`src/sv/rc4_pkg.sv`:
```
// RC4 stream cipher package: word types, control word layout and microcode ROM.
// Used by rc4_seq and rc4_stream_cipher; no dependencies.
package rc4_pkg;

    localparam int KEY_STORE_DEPTH = 256;
    localparam int KEY_AW = (KEY_STORE_DEPTH > 1) ? $clog2(KEY_STORE_DEPTH) : 1;
    localparam int PERM_DEPTH = 256;
    localparam int BYTE_W = 8;
    localparam int KEY_LEN_W = 9;
    localparam int APB_AW = 3;
    localparam int APB_DW = 32;
    localparam logic [KEY_LEN_W-1:0] KEY_LEN_RESET = 9'd16;

    typedef enum logic [1:0] {
        MODE_KEY   = 2'd0,
        MODE_SCHED = 2'd1,
        MODE_DATA  = 2'd2,
        MODE_NONE  = 2'd3
    } mode_t;

    typedef struct packed {
        logic [1:0]        mode;
        logic [BYTE_W-1:0] key_index;
        logic [BYTE_W-1:0] value;
        logic              last_byte;
    } in_word_t;

    typedef struct packed {
        logic [BYTE_W-1:0] out_byte;
        logic              last_out;
    } out_word_t;

    typedef enum logic [3:0] {
        ST_IDLE, ST_FILL, ST_FEND,
        ST_K0, ST_K1, ST_K2, ST_K3, ST_KEND,
        ST_P0, ST_P1, ST_P2, ST_P3, ST_P4
    } step_t;

    typedef enum logic [1:0] {RD_I, RD_INEXT, RD_JNEW, RD_T} rd_sel_t;
    typedef enum logic [1:0] {WR_NONE, WR_FILL, WR_I_RD, WR_J_SI} wr_sel_t;
    typedef enum logic [2:0] {
        C_NEXT, C_ALWAYS, C_I_NOT_LAST, C_NOT_KSA, C_WAIT_OUT, C_DISPATCH
    } cond_t;

    typedef struct packed {
        rd_sel_t rd_sel;
        wr_sel_t wr_sel;
        logic    add_key;
        logic    si_ld;
        logic    sj_ld;
        logic    j_ld;
        logic    i_inc;
        logic    k_adv;
        logic    ij_clr;
        logic    ksa_clr;
        logic    byp_ld;
        logic    out_ld;
        logic    ready;
        cond_t   cond;
        step_t   target;
    } ctrl_t;

    typedef struct packed {
        logic       accept;
        logic [1:0] mode;
        logic       i_last;
        logic       out_busy;
    } stat_t;

    function automatic ctrl_t ucode(step_t s);
        ctrl_t c;
        c = '0;
        c.rd_sel = RD_I;
        c.wr_sel = WR_NONE;
        c.cond = C_NEXT;
        c.target = ST_IDLE;
        unique case (s)
            ST_IDLE: begin
                c.ready = 1'b1;
                c.cond = C_DISPATCH;
            end
            ST_FILL: begin
                c.wr_sel = WR_FILL;
                c.i_inc = 1'b1;
                c.cond = C_I_NOT_LAST;
                c.target = ST_FILL;
            end
            ST_FEND: begin
                c.ij_clr = 1'b1;
                c.cond = C_NOT_KSA;
                c.target = ST_IDLE;
            end
            ST_K0: begin
                c.rd_sel = RD_I;
            end
            ST_K1: begin
                c.si_ld = 1'b1;
                c.j_ld = 1'b1;
                c.add_key = 1'b1;
                c.rd_sel = RD_JNEW;
            end
            ST_K2: begin
                c.wr_sel = WR_I_RD;
            end
            ST_K3: begin
                c.wr_sel = WR_J_SI;
                c.i_inc = 1'b1;
                c.k_adv = 1'b1;
                c.cond = C_I_NOT_LAST;
                c.target = ST_K0;
            end
            ST_KEND: begin
                c.ij_clr = 1'b1;
                c.ksa_clr = 1'b1;
                c.cond = C_ALWAYS;
                c.target = ST_IDLE;
            end
            ST_P0: begin
                c.i_inc = 1'b1;
                c.rd_sel = RD_INEXT;
            end
            ST_P1: begin
                c.si_ld = 1'b1;
                c.j_ld = 1'b1;
                c.rd_sel = RD_JNEW;
            end
            ST_P2: begin
                c.sj_ld = 1'b1;
                c.wr_sel = WR_I_RD;
            end
            ST_P3: begin
                c.wr_sel = WR_J_SI;
                c.rd_sel = RD_T;
                c.byp_ld = 1'b1;
            end
            ST_P4: begin
                c.rd_sel = RD_T;
                c.out_ld = 1'b1;
                c.cond = C_WAIT_OUT;
                c.target = ST_IDLE;
            end
            default: begin
                c.cond = C_ALWAYS;
                c.target = ST_IDLE;
            end
        endcase
        return c;
    endfunction

endpackage

```
`src/sv/rc4_ram.sv`:
```
// Generic simple dual-port RAM: one write port, one read port, registered read.
// Read returns the old contents on a same-address write. No dependencies.
module rc4_ram #(
    parameter int WIDTH = 8,
    parameter int DEPTH = 256
) (
    input  logic                                           aclk,
    input  logic                                           we,
    input  logic [((DEPTH > 1) ? $clog2(DEPTH) : 1)-1:0]   waddr,
    input  logic [WIDTH-1:0]                               wdata,
    input  logic [((DEPTH > 1) ? $clog2(DEPTH) : 1)-1:0]   raddr,
    output logic [WIDTH-1:0]                               rdata
);

    logic [WIDTH-1:0] mem [DEPTH];

    always_ff @(posedge aclk) begin
        if (we) begin
            mem[waddr] <= wdata;
        end
        rdata <= mem[raddr];
    end

endmodule

```
`src/sv/rc4_seq.sv`:
```
// RC4 microcode sequencer: step counter, control ROM lookup and conditional jumps.
// Depends on rc4_pkg.
module rc4_seq (
    input  logic           aclk,
    input  logic           aresetn,
    input  rc4_pkg::stat_t stat,
    output rc4_pkg::ctrl_t cw
);

    rc4_pkg::step_t pc_reg, pc_next;
    logic           ksa_reg, ksa_next;
    rc4_pkg::step_t pc_inc;

    assign cw = rc4_pkg::ucode(pc_reg);
    assign pc_inc = rc4_pkg::step_t'(pc_reg + 4'd1);

    always_ff @(posedge aclk) begin
        if (!aresetn) begin
            pc_reg <= rc4_pkg::ST_FILL;
            ksa_reg <= 1'b0;
        end else begin
            pc_reg <= pc_next;
            ksa_reg <= ksa_next;
        end
    end

    always_comb begin
        pc_next = pc_inc;
        ksa_next = ksa_reg;
        if (cw.ksa_clr) begin
            ksa_next = 1'b0;
        end
        unique case (cw.cond)
            rc4_pkg::C_NEXT:       pc_next = pc_inc;
            rc4_pkg::C_ALWAYS:     pc_next = cw.target;
            rc4_pkg::C_I_NOT_LAST: pc_next = stat.i_last ? pc_inc : cw.target;
            rc4_pkg::C_NOT_KSA:    pc_next = ksa_reg ? pc_inc : cw.target;
            rc4_pkg::C_WAIT_OUT:   pc_next = stat.out_busy ? pc_reg : cw.target;
            rc4_pkg::C_DISPATCH: begin
                pc_next = pc_reg;
                if (stat.accept && stat.mode == rc4_pkg::MODE_SCHED) begin
                    pc_next = rc4_pkg::ST_FILL;
                    ksa_next = 1'b1;
                end else if (stat.accept && stat.mode == rc4_pkg::MODE_DATA) begin
                    pc_next = rc4_pkg::ST_P0;
                end
            end
            default: pc_next = rc4_pkg::ST_IDLE;
        endcase
    end

`ifndef SYNTHESIS
    a_data_start: assert property (@(posedge aclk) disable iff (!aresetn)
        stat.accept && stat.mode == rc4_pkg::MODE_DATA |=> pc_reg == rc4_pkg::ST_P0)
        else $error("data word did not start the generator step");
    a_sched_start: assert property (@(posedge aclk) disable iff (!aresetn)
        stat.accept && stat.mode == rc4_pkg::MODE_SCHED
        |=> pc_reg == rc4_pkg::ST_FILL && ksa_reg)
        else $error("schedule word did not start the fill with the schedule flag");
    a_ksa_end: assert property (@(posedge aclk) disable iff (!aresetn)
        pc_reg == rc4_pkg::ST_K3 && stat.i_last |=> pc_reg == rc4_pkg::ST_KEND)
        else $error("key schedule did not end after the last swap");
`endif

endmodule

```
`src/sv/rc4_stream_cipher.sv`:
```
// RC4 stream cipher top level: APB key length register, key and permutation RAMs,
// datapath driven by the microcode sequencer. Depends on rc4_pkg, rc4_ram, rc4_seq.
//
//   channel | ports                               | moves
//   --------+-------------------------------------+-----------------------------------
//   input   | s_valid, s_ready, s_word            | mode, key_index, value, last_byte
//   result  | m_valid, m_ready, m_word            | out_byte, last_out
//   config  | psel, penable, pwrite, paddr, ...   | key length at address 0
//
// Key byte: written to the key RAM when taken. Data byte: steps P0 to P4, as many as the
// single write port of the permutation RAM demands (two swap writes plus dependent registered reads).
// Key schedule: 256 identity writes (FILL), FEND, 256 swaps (steps K0 to K3), then KEND.
// After reset an identity fill of the permutation runs with s_ready low.
// A waiting result holds in the output register; the next word is still taken,
// and a data word then holds in its last step until the register drains.
module rc4_stream_cipher (
    input  logic                           aclk,
    input  logic                           aresetn,
    input  logic                           s_valid,
    output logic                           s_ready,
    input  rc4_pkg::in_word_t              s_word,
    output logic                           m_valid,
    input  logic                           m_ready,
    output rc4_pkg::out_word_t             m_word,
    input  logic                           psel,
    input  logic                           penable,
    input  logic                           pwrite,
    input  logic [rc4_pkg::APB_AW-1:0]     paddr,
    input  logic [rc4_pkg::APB_DW-1:0]     pwdata,
    output logic [rc4_pkg::APB_DW-1:0]     prdata,
    output logic                           pready
);

    rc4_pkg::ctrl_t cw;
    rc4_pkg::stat_t stat;

    logic accept;
    logic sched_go;
    logic out_busy;
    logic out_fire;

    logic [rc4_pkg::KEY_LEN_W-1:0] key_len_reg, key_len_next;
    logic [rc4_pkg::KEY_LEN_W-1:0] len_eff;
    logic                          cfg_wr;

    logic [rc4_pkg::BYTE_W-1:0] i_reg, i_next;
    logic [rc4_pkg::BYTE_W-1:0] j_reg, j_next;
    logic [rc4_pkg::KEY_AW-1:0] k_reg, k_next;
    logic [rc4_pkg::KEY_LEN_W-1:0] k_inc;
    logic [rc4_pkg::BYTE_W-1:0] si_reg, si_next;
    logic [rc4_pkg::BYTE_W-1:0] sj_reg, sj_next;
    logic                       byp_reg, byp_next;
    logic [rc4_pkg::BYTE_W-1:0] val_reg, val_next;
    logic                       last_reg, last_next;
    logic                       m_valid_reg, m_valid_next;
    rc4_pkg::out_word_t         m_word_reg, m_word_next;

    logic [rc4_pkg::BYTE_W-1:0] perm_rd;
    logic [rc4_pkg::BYTE_W-1:0] key_rd;
    logic [rc4_pkg::BYTE_W-1:0] j_new;
    logic [rc4_pkg::BYTE_W-1:0] t_sum;
    logic [rc4_pkg::BYTE_W-1:0] perm_raddr;
    logic [rc4_pkg::BYTE_W-1:0] perm_waddr;
    logic [rc4_pkg::BYTE_W-1:0] perm_wdata;
    logic                       perm_we;
    logic                       key_we;

    assign s_ready = cw.ready;
    assign accept = s_valid && cw.ready;
    assign sched_go = accept && s_word.mode == rc4_pkg::MODE_SCHED;
    assign out_busy = m_valid_reg && !m_ready;
    assign out_fire = cw.out_ld && !out_busy;
    assign m_valid = m_valid_reg;
    assign m_word = m_word_reg;

    assign pready = 1'b1;
    assign cfg_wr = psel && penable && pwrite && (paddr[rc4_pkg::APB_AW-1] == 1'b0);
    assign prdata = paddr[rc4_pkg::APB_AW-1] ? '0
                  : rc4_pkg::APB_DW'(key_len_reg);

    always_comb begin
        len_eff = key_len_reg;
        if (key_len_reg == '0) begin
            len_eff = rc4_pkg::KEY_LEN_W'(1);
        end else if (key_len_reg > rc4_pkg::KEY_LEN_W'(rc4_pkg::KEY_STORE_DEPTH)) begin
            len_eff = rc4_pkg::KEY_LEN_W'(rc4_pkg::KEY_STORE_DEPTH);
        end
    end

    assign stat.accept = accept;
    assign stat.mode = s_word.mode;
    assign stat.i_last = (i_reg == '1);
    assign stat.out_busy = out_busy;

    rc4_seq u_seq (
        .aclk    (aclk),
        .aresetn (aresetn),
        .stat    (stat),
        .cw      (cw)
    );

    assign key_we = accept && s_word.mode == rc4_pkg::MODE_KEY
                 && (rc4_pkg::KEY_LEN_W'(s_word.key_index)
                     < rc4_pkg::KEY_LEN_W'(rc4_pkg::KEY_STORE_DEPTH));

    rc4_ram #(
        .WIDTH (rc4_pkg::BYTE_W),
        .DEPTH (rc4_pkg::KEY_STORE_DEPTH)
    ) u_key_ram (
        .aclk  (aclk),
        .we    (key_we),
        .waddr (s_word.key_index[rc4_pkg::KEY_AW-1:0]),
        .wdata (s_word.value),
        .raddr (k_reg),
        .rdata (key_rd)
    );

    rc4_ram #(
        .WIDTH (rc4_pkg::BYTE_W),
        .DEPTH (rc4_pkg::PERM_DEPTH)
    ) u_perm_ram (
        .aclk  (aclk),
        .we    (perm_we),
        .waddr (perm_waddr),
        .wdata (perm_wdata),
        .raddr (perm_raddr),
        .rdata (perm_rd)
    );

    assign j_new = j_reg + perm_rd + (cw.add_key ? key_rd : '0);
    assign t_sum = si_reg + sj_reg;
    assign k_inc = rc4_pkg::KEY_LEN_W'(k_reg) + rc4_pkg::KEY_LEN_W'(1);

    always_comb begin
        unique case (cw.rd_sel)
            rc4_pkg::RD_I:     perm_raddr = i_reg;
            rc4_pkg::RD_INEXT: perm_raddr = i_reg + 8'd1;
            rc4_pkg::RD_JNEW:  perm_raddr = j_new;
            rc4_pkg::RD_T:     perm_raddr = t_sum;
            default:           perm_raddr = i_reg;
        endcase
    end

    always_comb begin
        perm_we = 1'b1;
        perm_waddr = i_reg;
        perm_wdata = perm_rd;
        unique case (cw.wr_sel)
            rc4_pkg::WR_NONE: perm_we = 1'b0;
            rc4_pkg::WR_FILL: perm_wdata = i_reg;
            rc4_pkg::WR_I_RD: perm_wdata = perm_rd;
            rc4_pkg::WR_J_SI: begin
                perm_waddr = j_reg;
                perm_wdata = si_reg;
            end
            default: perm_we = 1'b0;
        endcase
    end

    always_comb begin
        key_len_next = cfg_wr ? pwdata[rc4_pkg::KEY_LEN_W-1:0] : key_len_reg;

        i_next = i_reg;
        j_next = j_reg;
        k_next = k_reg;
        if (cw.ij_clr || sched_go) begin
            i_next = '0;
            j_next = '0;
            k_next = '0;
        end else begin
            if (cw.i_inc) begin
                i_next = i_reg + 8'd1;
            end
            if (cw.j_ld) begin
                j_next = j_new;
            end
            if (cw.k_adv) begin
                k_next = (k_inc >= len_eff) ? '0 : k_inc[rc4_pkg::KEY_AW-1:0];
            end
        end

        si_next = cw.si_ld ? perm_rd : si_reg;
        sj_next = cw.sj_ld ? perm_rd : sj_reg;
        byp_next = cw.byp_ld ? (t_sum == j_reg) : byp_reg;
        val_next = accept ? s_word.value : val_reg;
        last_next = accept ? s_word.last_byte : last_reg;

        m_valid_next = out_fire || out_busy;
        m_word_next = m_word_reg;
        if (out_fire) begin
            m_word_next.out_byte = val_reg ^ (byp_reg ? si_reg : perm_rd);
            m_word_next.last_out = last_reg;
        end
    end

    always_ff @(posedge aclk) begin
        if (!aresetn) begin
            key_len_reg <= rc4_pkg::KEY_LEN_RESET;
            i_reg <= '0;
            j_reg <= '0;
            k_reg <= '0;
            m_valid_reg <= 1'b0;
        end else begin
            key_len_reg <= key_len_next;
            i_reg <= i_next;
            j_reg <= j_next;
            k_reg <= k_next;
            m_valid_reg <= m_valid_next;
        end
    end

    always_ff @(posedge aclk) begin
        si_reg <= si_next;
        sj_reg <= sj_next;
        byp_reg <= byp_next;
        val_reg <= val_next;
        last_reg <= last_next;
        m_word_reg <= m_word_next;
    end

`ifndef SYNTHESIS
    a_reset_busy: assert property (@(posedge aclk)
        !aresetn |=> !s_ready)
        else $error("input taken before the permutation fill");
    a_idle_no_write: assert property (@(posedge aclk) disable iff (!aresetn)
        s_ready |-> !perm_we)
        else $error("permutation written while idle");
    a_result_src: assert property (@(posedge aclk) disable iff (!aresetn)
        $rose(m_valid_reg) |-> !$past(s_ready))
        else $error("result appeared without a generator step");
`endif

endmodule
```
`config.mk`:
```
export PLATFORM = sky130hd
export DESIGN_NAME = rc4_stream_cipher
export DESIGN_NICKNAME = d
export VERILOG_FILES = /design/src/sv/rc4_pkg.sv /design/src/sv/rc4_ram.sv /design/src/sv/rc4_seq.sv /design/src/sv/rc4_stream_cipher.sv
export SDC_FILE = /design/constraint.sdc
export NUM_CORES = 2
export LEC_CHECK = 0
export CORE_MARGIN = 5
export CORE_UTILIZATION = 40
export DETAILED_ROUTE_END_ITERATION = 8
export DONT_BUFFER_PORTS = 1
export PLACE_DENSITY = 0.6
export SLEW_MARGIN = 0
export SYNTH_ARGS = -nofsm -noshare
export SYNTH_HDL_FRONTEND = slang
export SYNTH_SLANG_ARGS = --single-unit
```
`constraint.sdc`:
```
create_clock -name aclk -period 7.45 [get_ports aclk]
set_input_delay 0.3725 -clock aclk [delete_from_list [all_inputs] [get_ports aclk]]
set_output_delay 0.3725 -clock aclk [all_outputs]
set_load 0.02 [all_outputs]
```
# Word-level counts from Yosys, hierarchy flattened
# Memories as Yosys holds them, arrays and structs flattened. A register that Yosys moved wholly into a read port is not among the register bits.
# Index checks and enable logic that the tools add are counted.
# totals
in_bits	61
reg_bits	74
output_inout_bits	44
mem_bits_rw	4096
mem_count	2
word_cells	119
# classes
n_bitwise	3
addsub	6
mux	35
order_cmp	2
n_eq_ne	28
n_reduce_logical	29
# memory_table
memory	words	width	read_ports	rd_ports_with_merged_regs	wr	line	rtl
u_key_ram.mem	256	8	1	1	1	rc4_ram.sv:15	logic [WIDTH-1:0] mem [DEPTH];
u_perm_ram.mem	256	8	1	1	1	rc4_ram.sv:15	
# ops
operator	count
8-bit 2-to-1 mux	4
8-bit case mux with 4 select lines	1
9-bit 2-to-1 mux	3
8-bit adder	3
4-bit case mux with 6 select lines	1
4-bit == test, second input constant	5
4-bit 2-to-1 mux	5
4-bit by 3-bit == test with 1-bit output, second input constant	4
1-bit 2-to-1 mux	16
8-bit case mux with 2 select lines	1
3-bit case mux with 5 select lines	1
2-bit OR reduction	7
2-bit case mux with 3 select lines	2
8-bit by 1-bit adder with 9-bit output, second input constant	1
9-bit >= comparator	1
9-bit > comparator, second input constant	1
1-bit logical AND	9
9-bit logical NOT	1
8-bit by 1-bit adder with 8-bit output, second input constant	1
2-bit == test, second input constant	4
4-bit by 2-bit == test with 1-bit output, second input constant	2
8-bit == test	1
8-bit == test, second input constant	1
8-bit XOR	1
18 further kinds	27

# Longest topological paths before layout
# logic_depth
word_depth	7
ltp_mapped	22
ltp_nobuf	19

# Modules after synthesis
# A second synthesis with hierarchy kept.
# unflattened
hier_cells	8049
hier_area_um2	164376.4
# modules_own_cells
mod	n_inst	cells_per_inst	area_per_inst_um2	seq_area_each_um2
rc4_ram	2	3733	79556.3	61659.1
rc4_stream_cipher	1	488	4594.4	1731.7
rc4_seq	1	95	669.4	100.1

# Worst setup path before layout
# No wires, ideal clock.
# synth_timing
path_type	register to register
from	register u_seq.pc_reg[0]
to	memory u_perm_ram.mem[0][0], data pin
n_path_buf	2
arrival_time_ns	4.688
slack_ns	1.942
path_stages_with_launch	10
period_less_slack_ns	5.508
required_ns	6.630
setup_time_ns	0.820
cell_sequence	dfxtp_1 > inv_1 > ha_1 > nand2_1 > nand2_1 > clkbuf_1 > clkbuf_1 > nor2_1 > nand2_1 > nand2_1
# synth_between
elab_chain_cells	5
elab_cells_between_ends	11
cone_classes	7 x eq/ne; 2 x mux; 2 x reduce/logical
# synth_lines
element	line	rtl
start, declared	rc4_seq.sv:10	rc4_pkg::step_t pc_reg, pc_next;
start signal, assigned	rc4_seq.sv:19	pc_reg <= rc4_pkg::ST_FILL;
start signal, assigned	rc4_seq.sv:22	pc_reg <= pc_next;
4-bit by 3-bit == test with 1-bit output or 4-bit == test (tied branches)	rc4_pkg.sv:77	unique case (s)
2-bit OR reduction (no line)	n/a	
2-bit case mux with 3 select lines *	rc4_pkg.sv:77	
2-bit == test or 2-bit by 1-bit == test with 1-bit output (tied branches)	rc4_stream_cipher.sv:148	unique case (cw.wr_sel)
8-bit case mux with 2 select lines *	rc4_stream_cipher.sv:148	
net perm_wdata (one bit)	rc4_stream_cipher.sv:64	logic [rc4_pkg::BYTE_W-1:0] perm_wdata;
end, declared	rc4_ram.sv:15	
# Mark *: on every way through the listed nets, which the timed path passes. The rest lies on a longest branch.

# Worst setup path in the final report
# layout_timing
from	register u_seq.pc_reg[0]
to	register u_perm_ram.rdata[0] (read register of u_perm_ram.mem)
# layout_between
elab_chain_cells	5
elab_cells_between_ends	16
cone_classes	1 x add/sub; 8 x eq/ne; 4 x mux; 3 x reduce/logical
# layout_lines
element	line	rtl
4-bit by 3-bit == test with 1-bit output or 4-bit == test (tied branches)	rc4_pkg.sv:77	
1-bit 2-to-1 mux or 2-bit OR reduction (tied branches)	n/a	
8-bit 2-to-1 mux or 2-bit case mux with 3 select lines (tied branches)	rc4_stream_cipher.sv:130, rc4_pkg.sv:77	
8-bit adder, or another cell as far along	rc4_stream_cipher.sv:130	assign j_new = j_reg + perm_rd + (cw.add_key ? key_rd : '0);
8-bit case mux with 4 select lines *	rc4_stream_cipher.sv:135	unique case (cw.rd_sel)
end, declared	rc4_ram.sv:12	output logic [WIDTH-1:0] rdata
# Mark *: on every way between the ends. The rest lies on a longest branch, timed or not.
# A chain may end at the register's enable or synchronous reset.

==> results.json <==
{
  "reg.largest.list": "u_key_ram.mem (2048), u_perm_ram.mem (2048)",
  "die_area_um2": 427000,
  "worstSetupEndpointType": "flip-flop",
  "routed-via-count": 90800,
  "utilization_pct": 45.1,
  "regToRegSetupSlack_ns": 0.56,
  "synthAdderAreaFrac_pct": 0.320,
  "clk_pin_slew_ns": 0.06,
  "grt_max_degree": 258,
  "powerDensity_nw_per_um2": 366,
  "violations": "max-capacitance violations",
  "period_minus_slack_ns": 6.89,
  "syn-cell-area_um2": 166000,
  "cap_viol_max_count": 1,
  "htreeDepth": 5,
  "setup_viol": 0,
  "synth_area_leaders": "edfxtp_1 (75%), mux4_2 (10%), nand2_1 (3.3%)",
  "path_class": "flip-flop to flip-flop",
  "wl_met3_um": 43300,
  "synth-xor-area-share_pct": 0.214,
  "tightest_slew_ns": 1.49,
  "timing.rr.end": "u_perm_ram.rdata[0]",
  "synthSimpleGateAreaFrac_pct": 7.34,
  "grt_pass1_wl_um": 663000,
  "grt_pass1_vias": 89100,
  "fp.dieW_um": 654,
  "topRoutingLayerUsed": "met5",
  "synth-compound-area-share_pct": 3.50,
  "ys_ff_latch": 4186,
  "clock_latency_ns": 0.97,
  "crit_chain": "inv_1 -> ha_1 -> and3b_1 -> and2_1 -> fa_1 -> ha_1 -> fa_1 -> a211oi_1 -> o21a_1 -> o211a_1 -> nor3_1 -> a211oi_2 -> buf_4 -> nor2b_1 -> nand3_1 -> nor3_1 -> nor3_1 -> o2111ai_1",
  "cp_slowest_cell": "nor3_1",
  "drive_gt1_share_pct": 16.4,
  "max-clock-path-buffers": 4,
  "fmax_mhz": 145,
  "route.detailed.vias_per_inst": 5.89,
  "maxSlewViolCount": 0,
  "dpl_cell_area_um2": 172000,
  "grt_antenna_before_repair": 25,
  "fin_area_um2": 186000,
  "hold_start": "s_word[5]",
  "syn_area_per_cell_um2": 17.4,
  "finClkSkew_ns": 0.0372,
  "crit_fanout": 11,
  "synth-edff-count": 4131,
  "ys_seq_area_share_pct": 75.5,
  "yosysWarningCount": 0,
  "r2r-start": "u_seq.pc_reg[0]",
  "synth_top_family_by_area": "multiplexers",
  "r2r_cells": 18,
  "dpl.hpwl_um": 277000,
  "rsz0062_at_grt": "false",
  "yosysUniqueCellTypes": 92,
  "dp_cells": 14600,
  "post-route-worst-setup-slack_ns": 0.561,
  "area_growth_pct": 12.3,
  "whs_path_depth": 1,
  "synth_top_area_share_pct": 74.9,
  "cp.required_ns": 8.32,
  "fp-row-count": 236,
  "root_buffer": "clkbuf_16",
  "drc": 0,
  "cp_common_cell": "nor3_1",
  "fin_cells": 15400,
  "fin_crit_sh_pct": 92.5,
  "grt_usage_pct": 21.3,
  "startpoint": "u_seq.pc_reg[0]",
  "syn_inst": 9500,
  "synth_largest_area_cell": "edfxtp_1",
  "setup_tns_ns": 0,
  "die_h_um": 654,
  "first_iter_violations": 11900,
  "hold_path_end": "u_key_ram.mem[240][4]",
  "cp.arrival_ns": 7.76,
  "cts_sinks": 4186,
  "ys_async_sr_fraction_pct": 0,
  "wl_met1_um": 178000,
  "status": "complete, but fails checks",
  "vdd_ir_drop_max_uv": 584,
  "ant_nets": 0,
  "io_pins": 105,
  "start_kind": "flip-flop",
  "cts_buffers": 417,
  "relSlewSlack_pct": 0.176,
  "grt_overflow": 0,
  "final_nets": 9684,
  "initial_core_util_pct": 40.1,
  "drt_wl_total_um": 465000,
  "gp_congestion": 0.902,
  "dpl_worst_slack_ns": 0.807,
  "synthFlopType": "edfxtp_1",
  "synthMuxAreaShare_pct": 11.3,
  "wire_per_inst_um": 30.1,
  "max_stage_delay_ns": 0.85,
  "core_area_um2": 413000,
  "hold_violations": 0,
  "worst_hold_path_type": "input port to flip-flop",
  "p_leak_uw": 0.0577,
  "cts_tree": "done",
  "io_buffers": 0,
  "wl_met2_um": 219000,
  "drt_pass1_iterations": 6
}
[critical path, delay by kind of cell (launching register included)]
family / cells / cell delay (ns)
DFF: 1 / 0.41
and+or+nand+nor: 7 / 3.14
adders and majority gates: 4 / 1.37
AOI/OAI and AO/OA: 5 / 1.46
buffers and inverters: 2 / 0.41
[report_power, final]
part / switching, µW / internal, µW / total [µW]
combinational: 14200 / 4810 / 19000
clock: 8780 / 11900 / 20700
sequential: 184 / 28200 / 28400
total: 23100 / 45000 / 68100
[per-layer routing]
| metal | up-vias | GRT usage [%] |
|---|---|---|
| li1 | 37700 | - |
| met1 | 47300 | 28.7 |
| met2 | 4734 | 33.8 |
| met3 | 951 | 3.96 |
| met4 | 6 | 9.56 |
| met5 | - | 0 |
[kinds of logic after synthesis]
family                   Yosys count
AO/OA/AOI/OAI                    827
XOR/XNOR                          39
adder cells (fa/ha/maj)           37
buffers and inverters            639
flip-flops                      4186
multiplexers                     923
other                              2
AND/OR/NAND/NOR                 2847
[repair_timing]
| action | 4_1_cts | 5_1_grt |
|---|---|---|
| buffers inserted | 0 | 0 |
| hold buffers | 34 | 1 |
| resized for setup | 0 | 0 |
| hold endpoints to repair | 2087 | 80 |
[synthesized netlist by cell type, types with 55 or more instances]
master and number:
a31oi_1 146, and3_1 150, nor3_1 65, o21ai_0 76, a21oi_1 118, mux4_2 756
o22ai_1 60, buf_4 59, a32oi_1 69, nor2_1 615, mux2i_1 159, edfxtp_1 4131
buf_2 218, nand2_1 1452, dfxtp_1 55, a211oi_1 93, buf_1 61, a311oi_1 90
nand3_1 384, clkbuf_1 266
[cell type report]
class                   count  area (µm²)
diodes                     13        32.5
clock buffers             529       11200
clock inverters           238        2210
fillers                 35100      227000
inverters                  26        97.6
multi-input cells        4697       37900
flip-flops and latches   4186      125000
well taps                5474        6850
repair buffers            258        2680
[stage by stage]
| step | hold WS [ns] | power, µW |
|---|---|---|
| after floorplan | 0.400 | 39800 |
| after detailed placement | 0.410 | 47200 |
| final | 0.0390 | 68100 |
| after global routing | 0.0383 | 70100 |
| after CTS | 0.00108 | 68000 |
| after global placement | 0.404 | 47000 |
[placed cells by master (no fill, tap or decap), types with 26 or more instances in the layout]
master | synthesis | routed
o22ai_1 | 60 | 59
bufinv_16 | 0 | 40
nand2_1 | 1452 | 1442
clkbuf_16 | 0 | 430
nor2_1 | 615 | 602
a311oi_1 | 90 | 90
nand3_1 | 384 | 384
o21ai_0 | 76 | 75
a32oi_1 | 69 | 69
edfxtp_1 | 4131 | 4131
mux2i_1 | 159 | 159
clkinv_1 | 1 | 109
nand4_1 | 49 | 49
buf_4 | 59 | 183
buf_12 | 0 | 40
and3_1 | 150 | 150
clkbuf_1 | 266 | 96
a31oi_1 | 146 | 146
dfxtp_1 | 55 | 49
dlygate4sd3_1 | 0 | 26
clkinv_2 | 0 | 62
nor3_1 | 65 | 62
ha_1 | 28 | 28
a211oi_1 | 93 | 92
mux4_2 | 756 | 756
a22oi_1 | 42 | 42
a21oi_1 | 118 | 118
[how the worst max path moves through the flow]
stage                           end  slack [ns]  cells past startpoint
4_1_cts         u_perm_ram.rdata[5]        0.75                     17
3_5_place_dp    u_perm_ram.rdata[5]        0.81                     17
6_report        u_perm_ram.rdata[0]        0.56                     18
2_1_floorplan  u_perm_ram.mem[0][0]        1.94                      9
5_1_grt         u_perm_ram.rdata[3]        0.52                     19
3_3_place_gp    u_perm_ram.rdata[5]        0.73                     17
Power figures use the tool's default switching activity.
